**config.mk**
```make
export PLATFORM = sky130hd
export DESIGN_NAME = sis_cell
export DESIGN_NICKNAME = d
export VERILOG_FILES = /design/src/sis_pkg.sv /design/src/sis_cell.sv
export SDC_FILE = /design/constraint.sdc
export NUM_CORES = 1
export LEC_CHECK = 0
export ABC_AREA = 1
export BUFFER_PORTS_ARGS = -buffer_cell sky130_fd_sc_hd__buf_2
export CORE_AREA = 2 2 113 115
export CTS_CLUSTER_DIAMETER = 150
export DETAILED_ROUTE_END_ITERATION = 6
export DIE_AREA = 0 0 115 117
export HOLD_SLACK_MARGIN = 0.15
export MAX_ROUTING_LAYER = met4
export PLACE_DENSITY_LB_ADDON = 0.05
export SYNTH_ARGS = -nofsm -noshare
export SYNTH_HDL_FRONTEND = slang
export SYNTH_SLANG_ARGS = --single-unit
```
**constraint.sdc**
```tcl
create_clock -name clk -period 2.55 [get_ports clk]
set_input_delay 0 -clock clk [delete_from_list [all_inputs] [get_ports clk]]
set_output_delay 0 -clock clk [all_outputs]
set_load 0.005 [all_outputs]
```
**src/sis_pkg.sv**
```systemverilog
`timescale 1ns / 1ps
// ---------------------------------------------------------------------------
// sis_pkg
// Shared types and constants for the signed 64-bit set sorter.
// ---------------------------------------------------------------------------
package sis_pkg;

    localparam int VALUE_W              = 64;
    localparam int MAX_ELEMENTS_DEFAULT = 64;

    typedef logic signed [VALUE_W-1:0] sis_value_t;

    // Broadcast from the controller to every cell of the chain
    typedef struct packed {
        logic       insert;     // place new_value into the sorted chain
        logic       shift;      // move every entry one cell toward the head
        sis_value_t new_value;
    } sis_ctrl_t;

endpackage

```
**src/sis_cell.sv**
```systemverilog
`timescale 1ns / 1ps
// ---------------------------------------------------------------------------
// sis_cell
// One slot of the insertion chain: holds one element and its valid bit.
// ---------------------------------------------------------------------------
module sis_cell (
    input  logic                clk,
    input  logic                rst_n,
    input  sis_pkg::sis_ctrl_t  ctrl,
    input  logic                prev_take,
    input  logic                prev_valid,
    input  sis_pkg::sis_value_t prev_value,
    input  logic                next_valid,
    input  sis_pkg::sis_value_t next_value,
    output logic                take,
    output logic                valid,
    output sis_pkg::sis_value_t value
);
    import sis_pkg::*;

    logic       valid_reg;
    logic       valid_next;
    sis_value_t value_reg;
    sis_value_t value_next;

    // Empty slots act as +infinity, so the chain stays sorted with holes at the tail
    assign take = !valid_reg || (ctrl.new_value < value_reg);

    always_comb
    begin
        valid_next = valid_reg;
        value_next = value_reg;
        if (ctrl.shift)
        begin
            valid_next = next_valid;
            value_next = next_value;
        end
        else if (ctrl.insert && take)
        begin
            // Push the displaced neighbor down, or take the new element here
            if (prev_take)
            begin
                valid_next = prev_valid;
                value_next = prev_value;
            end
            else
            begin
                valid_next = 1'b1;
                value_next = ctrl.new_value;
            end
        end
    end

    always_ff @(posedge clk or negedge rst_n)
    begin
        if (!rst_n)
        begin
            valid_reg <= 1'b0;
        end
        else
        begin
            valid_reg <= valid_next;
        end
    end

    always_ff @(posedge clk)
    begin
        value_reg <= value_next;
    end

    assign valid = valid_reg;
    assign value = value_reg;

endmodule

```
==> results of run 1 <==
power by group through the flow:
| stage | clock network, mW | registers (mW) | logic [mW] |
|---|---|---|---|
| 2_1_floorplan | 0 | 1.42 | 0.502 |
| 3_3_place_gp | 0 | 1.40 | 0.955 |
| 3_5_place_dp | 0 | 1.41 | 0.975 |
| 4_1_cts | 1.20 | 1.39 | 1.18 |
| 5_1_grt | 1.25 | 1.40 | 1.35 |
| 6_report | 1.17 | 1.39 | 1.20 |
timing repair:
action | 4_1_cts | 5_1_grt
hold buffers | 133 | 0
endpoints found under the hold margin | 66 | 0
setup endpoints to repair | 0 | 40
resized for setup | 0 | 2
area by class of cell:
cell class | instances | area, um2 | area share
Timing Repair Buffer | 406 | 2770 | 0.344
Clock inverter | 5 | 46.3 | 0.00575
Multi-Input combinational cell | 457 | 2560 | 0.319
Sequential cell | 65 | 1950 | 0.242
Clock buffer | 11 | 233 | 0.0289
Inverter | 79 | 297 | 0.0369
Tap cell | 150 | 188 | 0.0233
routing by layer:
metal | up-vias | global-route usage
met4 | 0 | 0.0859
met3 | 26 | 0.0443
li1 | 2892 | -
met2 | 213 | 0.459
met1 | 2628 | 0.273
met5 | - | -
stage by stage:
| step | instances | cell area, um2 |
|---|---|---|
| 2_1_floorplan | 629 | 4910 |
| 3_3_place_gp | 1023 | 6390 |
| 3_5_place_dp | 1023 | 6390 |
| 4_1_cts | 1172 | 8000 |
| 5_1_grt | 1173 | 8050 |
| 6_report | 1173 | 8050 |
cell usage in the layout (no fill, tap or decap), types with 2 or more instances in the layout:
cell and n:
a21o_1 2, a21oi_1 155, buf_2 264, buf_4 6, clkbuf_1 2, clkbuf_16 10
clkinv_1 3, dlygate4sd3_1 133, edfxtp_1 64, ha_1 62, inv_1 75, inv_2 4
nand2_1 120, nand3_1 8, nand3_2 2, nand4_1 5, nor2_1 82, nor2_2 2
nor3_1 4, o21ai_0 5, o21ai_1 3
cell families (layout without fill, tap and decap cells):
family | after synthesis | count (layout) | synth area share
flops | 65 | 65 | 0.397
fa+ha+maj | 63 | 63 | 0.161
buf+inv | 107 | 501 | 0.0834
compound gates | 167 | 167 | 0.172
simple gates | 227 | 227 | 0.186
critical path, cell delays in order, from the launching register on:
cell	delay (ns)
edfxtp_1	0.41
inv_1	0.09
ha_1	0.24
a21oi_1	0.16
nor2_1	0.06
nor2_1	0.08
nand3_1	0.09
a21oi_1	0.14
nand2_1	0.10
nand2_1	0.08
nand3_1	0.08
nand3_2	0.09
nand2_2	0.07
nand2_4	0.12
clkbuf_16	0.22
how the worst min path moves through the flow:
stage                   from    end  depth (start not counted)
floorplan              rst_n  valid                          0
global placement       rst_n  valid                          1
detailed placement     rst_n  valid                          1
CTS                 ctrl[63]  valid                          7
global route        ctrl[63]  valid                          7
finish              ctrl[63]  valid                          7
==> results.sh, run 1 <==
export IMPL_outcome="finished, final reports clean"
export IMPL_worstSetupPathType="reg -> reg"
export IMPL_vias=5759
export IMPL_period_needed_ns=2.32
export IMPL_antenna_found_initial=0
export IMPL_numClockSinks=65
export IMPL_synth_commonest_cells="a21oi_1, nand2_1, nor2_1"
export IMPL_fin_setup_tns_ns=0
export IMPL_synth_edff_count=64
export IMPL_transition_time_at_the_pin_with_the_least_slew_margin_ns=0.727
export IMPL_synth_seq_cells=65
export IMPL_max_ffs_per_register=64
export IMPL_period_share=0.909
export IMPL_max_cap_violations=0
export IMPL_holdWs_ns=0.336
export IMPL_postRouteAntennaNets=0
export IMPL_dpl_hpwl_um=11600
export IMPL_internal_power_mw=2.70
export IMPL_worst_r2r_path_depth=14
export IMPL_detailed_router_s_first_iteration_violation_count=204
export IMPL_syn_cell_area_um2=4900
export IMPL_detail_route_vias_per_cell=4.91
export IMPL_clk_latency_ns=0.32
export IMPL_type_of_the_tightest_min_delay_check="in -> reg"
export IMPL_mean_instance_size_in_the_synthesized_netlist_um2=7.80
export IMPL_p_leak_nw=4.11
export IMPL_power_consumption_mw=3.77
export IMPL_reg2reg_to="value[32]"
export IMPL_synthesis_nets=891
export IMPL_maxSlewHeadroom=0.515
export IMPL_cts_inserted_buffers=9
export IMPL_critPathCapture="value[32]"
export IMPL_routabilityCongestion=0.812
export IMPL_place_port_buffers=264
export IMPL_post_route_drc_count=0
export IMPL_drt_pass1_iterations=4
export IMPL_wl_met1_um=6930
export IMPL_synthTopCellsByArea="edfxtp_1, ha_1, a21oi_1"
export IMPL_postLayoutCoreUtil=0.653
export IMPL_fp_dieArea_um2=13500
export IMPL_start_kind="register"
export IMPL_grt_max_degree=66
export IMPL_dr_wl_met3_um=979
export IMPL_critPathArrivalTime_ns=2.35
export IMPL_hold_violations=0
export IMPL_max_vdd_ir_drop_uv=238
export IMPL_grt_pass1_wl_um=25400
export IMPL_setup_violations_final=0
export IMPL_seq_area_frac_synth=0.397
export IMPL_htree_num_levels=3
export IMPL_worstPathRequired_ns=2.58
export IMPL_cts_tree="yes"
export IMPL_rows=41
export IMPL_netlist_instances=629
export IMPL_postSynth_topFlopCell="edfxtp_1"
export IMPL_power_clock_fraction=0.312
export IMPL_antenna_diode_count=0
export IMPL_groute_usage_overall=0.250
export IMPL_yosysTopAreaCell="edfxtp_1"
export IMPL_setup_worst_path_start="value[29]"
export IMPL_average_wire_per_cell_in_the_routed_design_um=14.2
export IMPL_post_cts_buffers=0
export IMPL_first_global_vias=5569
export IMPL_met2_wl_um=8510
export IMPL_synthToLayoutAreaGrowth_pct=64.1
export IMPL_design_core_area_um2=12300
export IMPL_die_height_um=117
export IMPL_critical_path_peak_fanout=20
export IMPL_p_comb_frac=0.320
export IMPL_preCtsSetupSlack_ns=0.183
export IMPL_globalRoute_totalOverflow=0
export IMPL_maxSlewViolCount=0
export IMPL_netSwitchingPower_mw=1.07
export IMPL_r2r_setup_slack_ns=0.23
export IMPL_switching_share=0.285
export IMPL_die_width_um=115
export IMPL_maxClockFrequency_mhz=432
export IMPL_post_synth_num_cell_types=24
export IMPL_cts_buffer_depth=2
export IMPL_worstReg2RegStart="value[29]"
export IMPL_cts_root_buf="clkbuf_16"
export IMPL_ys_warn_count=0
export IMPL_asyncSetResetFlopFracSynth=0.0154
export IMPL_grt_setup_unrepaired="false"
export IMPL_yosysMostFrequentCell="a21oi_1"
export IMPL_i_o_pin_count=265
export IMPL_final_layout_size_suffix_gt1_frac=0.289
export IMPL_worst_setup_hold_path_clk_slew_ns=0.05
export IMPL_worst_setup_path_end_kind="register"
export IMPL_count_of_fill_cells_added_during_filler_insertion=1085
export IMPL_top_layer="met4"
export IMPL_nNetsFinal=1280
export IMPL_p_seq_frac=0.369
export IMPL_p_per_area_nw_per_um2=468
export IMPL_totalWireLength_um=16700
export IMPL_synth_top_cell_area_share=0.392
export IMPL_fin_ws_ns=0.233
export IMPL_start_util=0.398
export IMPL_timing_clock_skew_ns=0.00462
No activity file was read; power rests on OpenSTA's default activity.
==> run 2: changes to the inputs <==
--- a/config.mk
+++ b/config.mk
@@ -7,10 +7,10 @@
 export LEC_CHECK = 0
 export ABC_AREA = 1
 export BUFFER_PORTS_ARGS = -buffer_cell sky130_fd_sc_hd__buf_2
-export CORE_AREA = 2 2 113 115
+export CORE_AREA = 2 2 108 110
 export CTS_CLUSTER_DIAMETER = 150
 export DETAILED_ROUTE_END_ITERATION = 6
-export DIE_AREA = 0 0 115 117
+export DIE_AREA = 0 0 110 112
 export HOLD_SLACK_MARGIN = 0.15
 export MAX_ROUTING_LAYER = met4
 export PLACE_DENSITY_LB_ADDON = 0.05
==> constraint.sdc (replaced) <==
create_clock -name clk -period 2.7 [get_ports clk]
set_input_delay 0 -clock clk [delete_from_list [all_inputs] [get_ports clk]]
set_output_delay 0 -clock clk [all_outputs]
set_load 0.005 [all_outputs]
==> run 2 against run 1 <==
Global-route usage is 2.3 points higher. Sequential cell count unchanged. Setup slack gained 0.064 ns. Power down 7.3%.
==> results.sh, run 2 (synthesized netlist as in run 1, its figures left out) <==
export IMPL_start_kind="register"
export IMPL_grt_setup_unrepaired="false"
export IMPL_grt_pass1_wl_um=25600
export IMPL_hold_violations=0
export IMPL_fp_dieArea_um2=12300
export IMPL_maxClockFrequency_mhz=416
export IMPL_worst_setup_hold_path_clk_slew_ns=0.05
export IMPL_hold_path_startpoint="ctrl[64]"
export IMPL_i_o_pin_count=265
export IMPL_cts_inserted_buffers=9
export IMPL_layout_common_cells="buf_2, a21oi_1, dlygate4sd3_1, nand2_1, nor2_1"
export IMPL_drt_pass1_iterations=5
export IMPL_layout_area_seq_um2=1950
export IMPL_count_of_fill_cells_added_during_filler_insertion=894
export IMPL_maxSlewViolCount=0
export IMPL_rows=39
export IMPL_dpl_hpwl_um=11400
export IMPL_type_of_the_tightest_min_delay_check="in -> reg"
export IMPL_worst_setup_path_end_kind="register"
export IMPL_design_core_area_um2=11200
export IMPL_cts_buffer_depth=2
export IMPL_die_height_um=112
export IMPL_period_needed_ns=2.40
export IMPL_transition_time_at_the_pin_with_the_least_slew_margin_ns=1.14
export IMPL_multiInputGateArea_um2=2550
export IMPL_fin_setup_tns_ns=0
export IMPL_vias=5846
export IMPL_post_route_drc_count=0
export IMPL_postRouteAntennaNets=0
export IMPL_maxSlewHeadroom=0.242
export IMPL_critPathArrivalTime_ns=2.40
export IMPL_start_util=0.439
export IMPL_detailed_router_s_first_iteration_violation_count=251
export IMPL_timing_clock_skew_ns=0.00660
export IMPL_ctsHoldBuffers=133
export IMPL_p_leak_nw=4.08
export IMPL_critical_path_peak_fanout=47
export IMPL_grt_max_degree=66
export IMPL_place_port_buffers=264
export IMPL_max_vdd_ir_drop_uv=257
export IMPL_die_width_um=110
export IMPL_first_global_vias=5749
export IMPL_final_layout_size_suffix_gt1_frac=0.286
export IMPL_ctsResizeCount=0
export IMPL_post_cts_buffers=0
export IMPL_routabilityCongestion=0.841
export IMPL_max_cap_violations=0
export IMPL_outcome="finished, final reports clean"
export IMPL_period_share=0.890
export IMPL_nNetsFinal=1277
export IMPL_max_ffs_per_register=64
export IMPL_totalWireLength_um=16500
export IMPL_cts_tree="yes"
export IMPL_antenna_found_initial=1
export IMPL_setup_violations_final=0
export IMPL_globalRoute_totalOverflow=0
export IMPL_cts_root_buf="clkbuf_16"
export IMPL_synthToLayoutAreaGrowth_pct=62.6
export IMPL_layout_commonest_cell="buf_2"
export IMPL_worstSetupPathType="reg -> reg"
export IMPL_detail_route_vias_per_cell=5.02
export IMPL_setup_worst_path_start="value[63]"
export IMPL_worstPathRequired_ns=2.70
export IMPL_htree_num_levels=3
export IMPL_groute_usage_overall=0.273
export IMPL_worstReg2RegStart="value[63]"
export IMPL_numClockSinks=65
export IMPL_average_wire_per_cell_in_the_routed_design_um=14.2
export IMPL_holdWs_ns=0.272
export IMPL_p_per_area_nw_per_um2=438
export IMPL_clk_latency_ns=0.32
run 2: cell type report:
| class | count | share of cell area |
|---|---|---|
| antenna | 1 | 0.000314 |
| clock buffer | 16 | 0.0341 |
| inverter | 79 | 0.0372 |
| multi-input combinational | 457 | 0.320 |
| sequential | 65 | 0.244 |
| tap | 143 | 0.0224 |
| timing repair buffer | 403 | 0.342 |
run 2: path summary, 6_finish.rpt:
| check | end | cells past startpoint | slack [ns] |
|---|---|---|---|
| min in group asynchronous | valid | 3 | 0.56 |
| min | valid | 4 | 0.27 |
| min reg2reg | valid | 2 | 0.57 |
| max | value[21] | 16 | 0.30 |
| max reg2reg | value[21] | 16 | 0.30 |
| max in group asynchronous | valid | 3 | 2.03 |
run 2: per-layer routing:
layer / global-route usage / vias up / part of all wire
met5: - / - / 0
met4: 0.118 / 0 / 0.032
met3: 0.0410 / 46 / 0.067
met2: 0.483 / 234 / 0.51
met1: 0.299 / 2678 / 0.40
li1: - / 2888 / -
run 2: through the flow:
step                      power, mW  std cells  utilization  setup WS (ns)  cell area, um2
after floorplan                1.82        629            -          0.307            4910
after global placement         2.22       1014        0.570          0.308            6370
after detailed placement       2.25       1014        0.570          0.282            6370
after CTS                      3.52       1163        0.713          0.270            7970
after global routing           3.71       1164        0.713         0.0320            7970
final                          3.49       1164        0.713          0.297            7970
run 2: report_power, final:
part | internal, mW | total [mW] | switching (mW)
sequential | 1.26 | 1.31 | 0.0538
combinational | 0.574 | 1.12 | 0.550
clock | 0.673 | 1.06 | 0.386
total | 2.50 | 3.49 | 0.990
run 2: critical path: stages, from the launching register on:
cell	delay, ns
edfxtp_1	0.33
inv_1	0.05
ha_1	0.35
nand2_1	0.08
inv_2	0.06
nand3_2	0.07
nor2_2	0.11
nand2_1	0.07
nor2_2	0.10
and3_1	0.16
nand2_1	0.07
nand2_1	0.06
nand2_1	0.06
nand3_2	0.07
nand2_2	0.07
nand2_4	0.09
buf_12	0.28
==> run 3: changes to the inputs <==
--- a/config.mk
+++ b/config.mk
@@ -7,10 +7,10 @@
 export LEC_CHECK = 0
 export ABC_AREA = 1
 export BUFFER_PORTS_ARGS = -buffer_cell sky130_fd_sc_hd__buf_2
-export CORE_AREA = 2 2 108 110
+export CORE_AREA = 2 2 124 96
 export CTS_CLUSTER_DIAMETER = 150
 export DETAILED_ROUTE_END_ITERATION = 6
-export DIE_AREA = 0 0 110 112
+export DIE_AREA = 0 0 126 98
 export HOLD_SLACK_MARGIN = 0.15
 export MAX_ROUTING_LAYER = met4
 export PLACE_DENSITY_LB_ADDON = 0.05
==> run 3 against run 2 <==
The run now ends with DRC left. Largest cell class unchanged. Largest power group unchanged. Via count is 2.7% lower. Utilization fell by 0.26 points. Power is 0.17% lower. Design area up 0.14%. Combinational power is essentially flat. Routed wire length shrank 1.5%.
==> results.sh, run 3 (synthesized netlist as in run 1, its figures left out) <==
export IMPL_outcome="finished, violations left"
export IMPL_violations_in_the_final_reports="DRC"
export IMPL_postRouteAntennaNets=0
export IMPL_cts_buffer_depth=2
export IMPL_preCtsSetupSlack_ns=0.233
export IMPL_grt_setup_unrepaired="false"
export IMPL_grt_pass1_wl_um=26700
export IMPL_timing_clock_skew_ns=0.00533
export IMPL_detail_route_vias_per_cell=4.89
export IMPL_dpl_hpwl_um=11300
export IMPL_numClockSinks=65
export IMPL_fin_setup_tns_ns=0
export IMPL_holdWs_ns=0.321
export IMPL_maxSlewViolCount=0
export IMPL_layout_area_seq_um2=1950
export IMPL_critical_path_peak_fanout=20
export IMPL_postLayoutCoreUtil=0.711
export IMPL_groute_usage_overall=0.275
export IMPL_hold_violations=0
export IMPL_nNetsFinal=1277
export IMPL_worst_setup_path_end_kind="register"
export IMPL_count_of_fill_cells_added_during_filler_insertion=940
export IMPL_antenna_found_initial=0
export IMPL_worst_setup_hold_path_clk_slew_ns=0.05
export IMPL_design_core_area_um2=11200
export IMPL_dpl_cell_area_um2=6380
export IMPL_max_cap_violations=0
export IMPL_die_width_um=126
export IMPL_grt_max_degree=66
export IMPL_rows=34
export IMPL_whs_endpoint="valid"
export IMPL_cts_root_buf="clkbuf_16"
export IMPL_die_height_um=98
export IMPL_post_route_cell_area_um2=7980
export IMPL_final_layout_size_suffix_gt1_frac=0.286
export IMPL_period_needed_ns=2.39
export IMPL_hold_path_startpoint="ctrl[64]"
export IMPL_drt_pass1_iterations=7
export IMPL_setup_violations_final=0
export IMPL_worstReg2RegStart="value[45]"
export IMPL_maxClockFrequency_mhz=418
export IMPL_post_route_drc_count=1
export IMPL_transition_time_at_the_pin_with_the_least_slew_margin_ns=1.11
export IMPL_worstSetupPathType="reg -> reg"
export IMPL_p_per_area_nw_per_um2=437
export IMPL_synthToLayoutAreaGrowth_pct=62.8
export IMPL_worst_r2r_path_depth=12
export IMPL_start_util=0.437
export IMPL_max_ffs_per_register=64
export IMPL_r2r_setup_slack_ns=0.31
export IMPL_i_o_pin_count=265
export IMPL_antenna_diode_count=0
export IMPL_cts_inserted_buffers=9
export IMPL_layout_commonest_cell="buf_2"
export IMPL_p_leak_nw=4.08
export IMPL_clk_latency_ns=0.33
export IMPL_maxSlewHeadroom=0.258
export IMPL_fin_ws_ns=0.309
export IMPL_type_of_the_tightest_min_delay_check="in -> reg"
export IMPL_globalRoute_totalOverflow=0
export IMPL_totalWireLength_um=16300
export IMPL_critPathArrivalTime_ns=2.42
export IMPL_htree_num_levels=3
export IMPL_whs_path_depth=4
export IMPL_start_kind="register"
export IMPL_max_vdd_ir_drop_uv=340
export IMPL_first_global_vias=5789
export IMPL_average_wire_per_cell_in_the_routed_design_um=14.0
export IMPL_vias=5689
export IMPL_setup_worst_path_start="value[45]"
export IMPL_reg2reg_to="value[27]"
export IMPL_layout_common_cells="buf_2, a21oi_1, dlygate4sd3_1, nand2_1, nor2_1"
export IMPL_period_share=0.886
export IMPL_detailed_router_s_first_iteration_violation_count=338
export IMPL_cts_tree="yes"
export IMPL_multiInputGateArea_um2=2560
export IMPL_place_port_buffers=264
export IMPL_worstPathRequired_ns=2.73
export IMPL_routabilityCongestion=0.809
export IMPL_fp_dieArea_um2=12300
## run 3: changes by cell type in the layout (fill, tap and decap cells not counted)
cell and change:
buf_12 +1, buf_4 -1, clkbuf_8 -1, clkinv_2 +1, diode_2 -1, nand2_4 -1, nand2_8 +1
## run 3: how the worst max path moves through the flow
stage | endpoint | slack [ns] | cells past startpoint
5_1_grt | value[24] | 0.04 | 16
6_report | value[27] | 0.31 | 12
3_5_place_dp | value[57] | 0.23 | 14
2_1_floorplan | value[0] | 0.31 | 13
3_3_place_gp | value[22] | 0.29 | 16
4_1_cts | value[25] | 0.22 | 16
## run 3: per-stage QoR
stage	instances	total power, mW
after floorplan	629	1.82
after global placement	1015	2.23
after detailed placement	1015	2.25
after CTS	1164	3.50
after global routing	1164	3.71
final	1164	3.49
## run 3: per-layer routing
metal,part of all wire,track usage
met4,0.0081,0.0685
met5,0,-
met3,0.068,0.0630
met2,0.50,0.474
met1,0.43,0.327
## run 3: report_power, final
group	leakage [nW]	switching (mW)	internal [mW]
Combinational	3.31	0.552	0.579
Sequential	0.649	0.0556	1.26
Clock	0.128	0.399	0.646
Total	4.08	1.01	2.48
## run 3: layout make-up
| type | count | area share |
|---|---|---|
| Clock buffer | 15 | 0.0323 |
| Sequential cell | 65 | 0.244 |
| Inverter | 79 | 0.0371 |
| Clock inverter | 1 | 0.000627 |
| Timing Repair Buffer | 403 | 0.343 |
| Multi-Input combinational cell | 457 | 0.321 |
| Tap cell | 144 | 0.0226 |
## run 3: worst max-delay path, stage by stage (launching register included)
cell and delay (ns):
edfxtp_1 0.35, inv_1 0.05, ha_1 0.31, a21oi_1 0.18
o21ai_0 0.11, nor2_1 0.15, nand2_1 0.09, a21oi_1 0.17
nand3_1 0.11, nand3_2 0.10, nand2_2 0.10, nand2_8 0.17
buf_12 0.19
## run 3: timing repair
| action | in CTS | in global routing |
|---|---|---|
| hold buffers | 133 | 0 |
| hold endpoints to repair | 66 | 0 |
| buffers inserted | 0 | 0 |
| resized for setup | 0 | 1 |
| setup endpoints to repair | 0 | 34 |
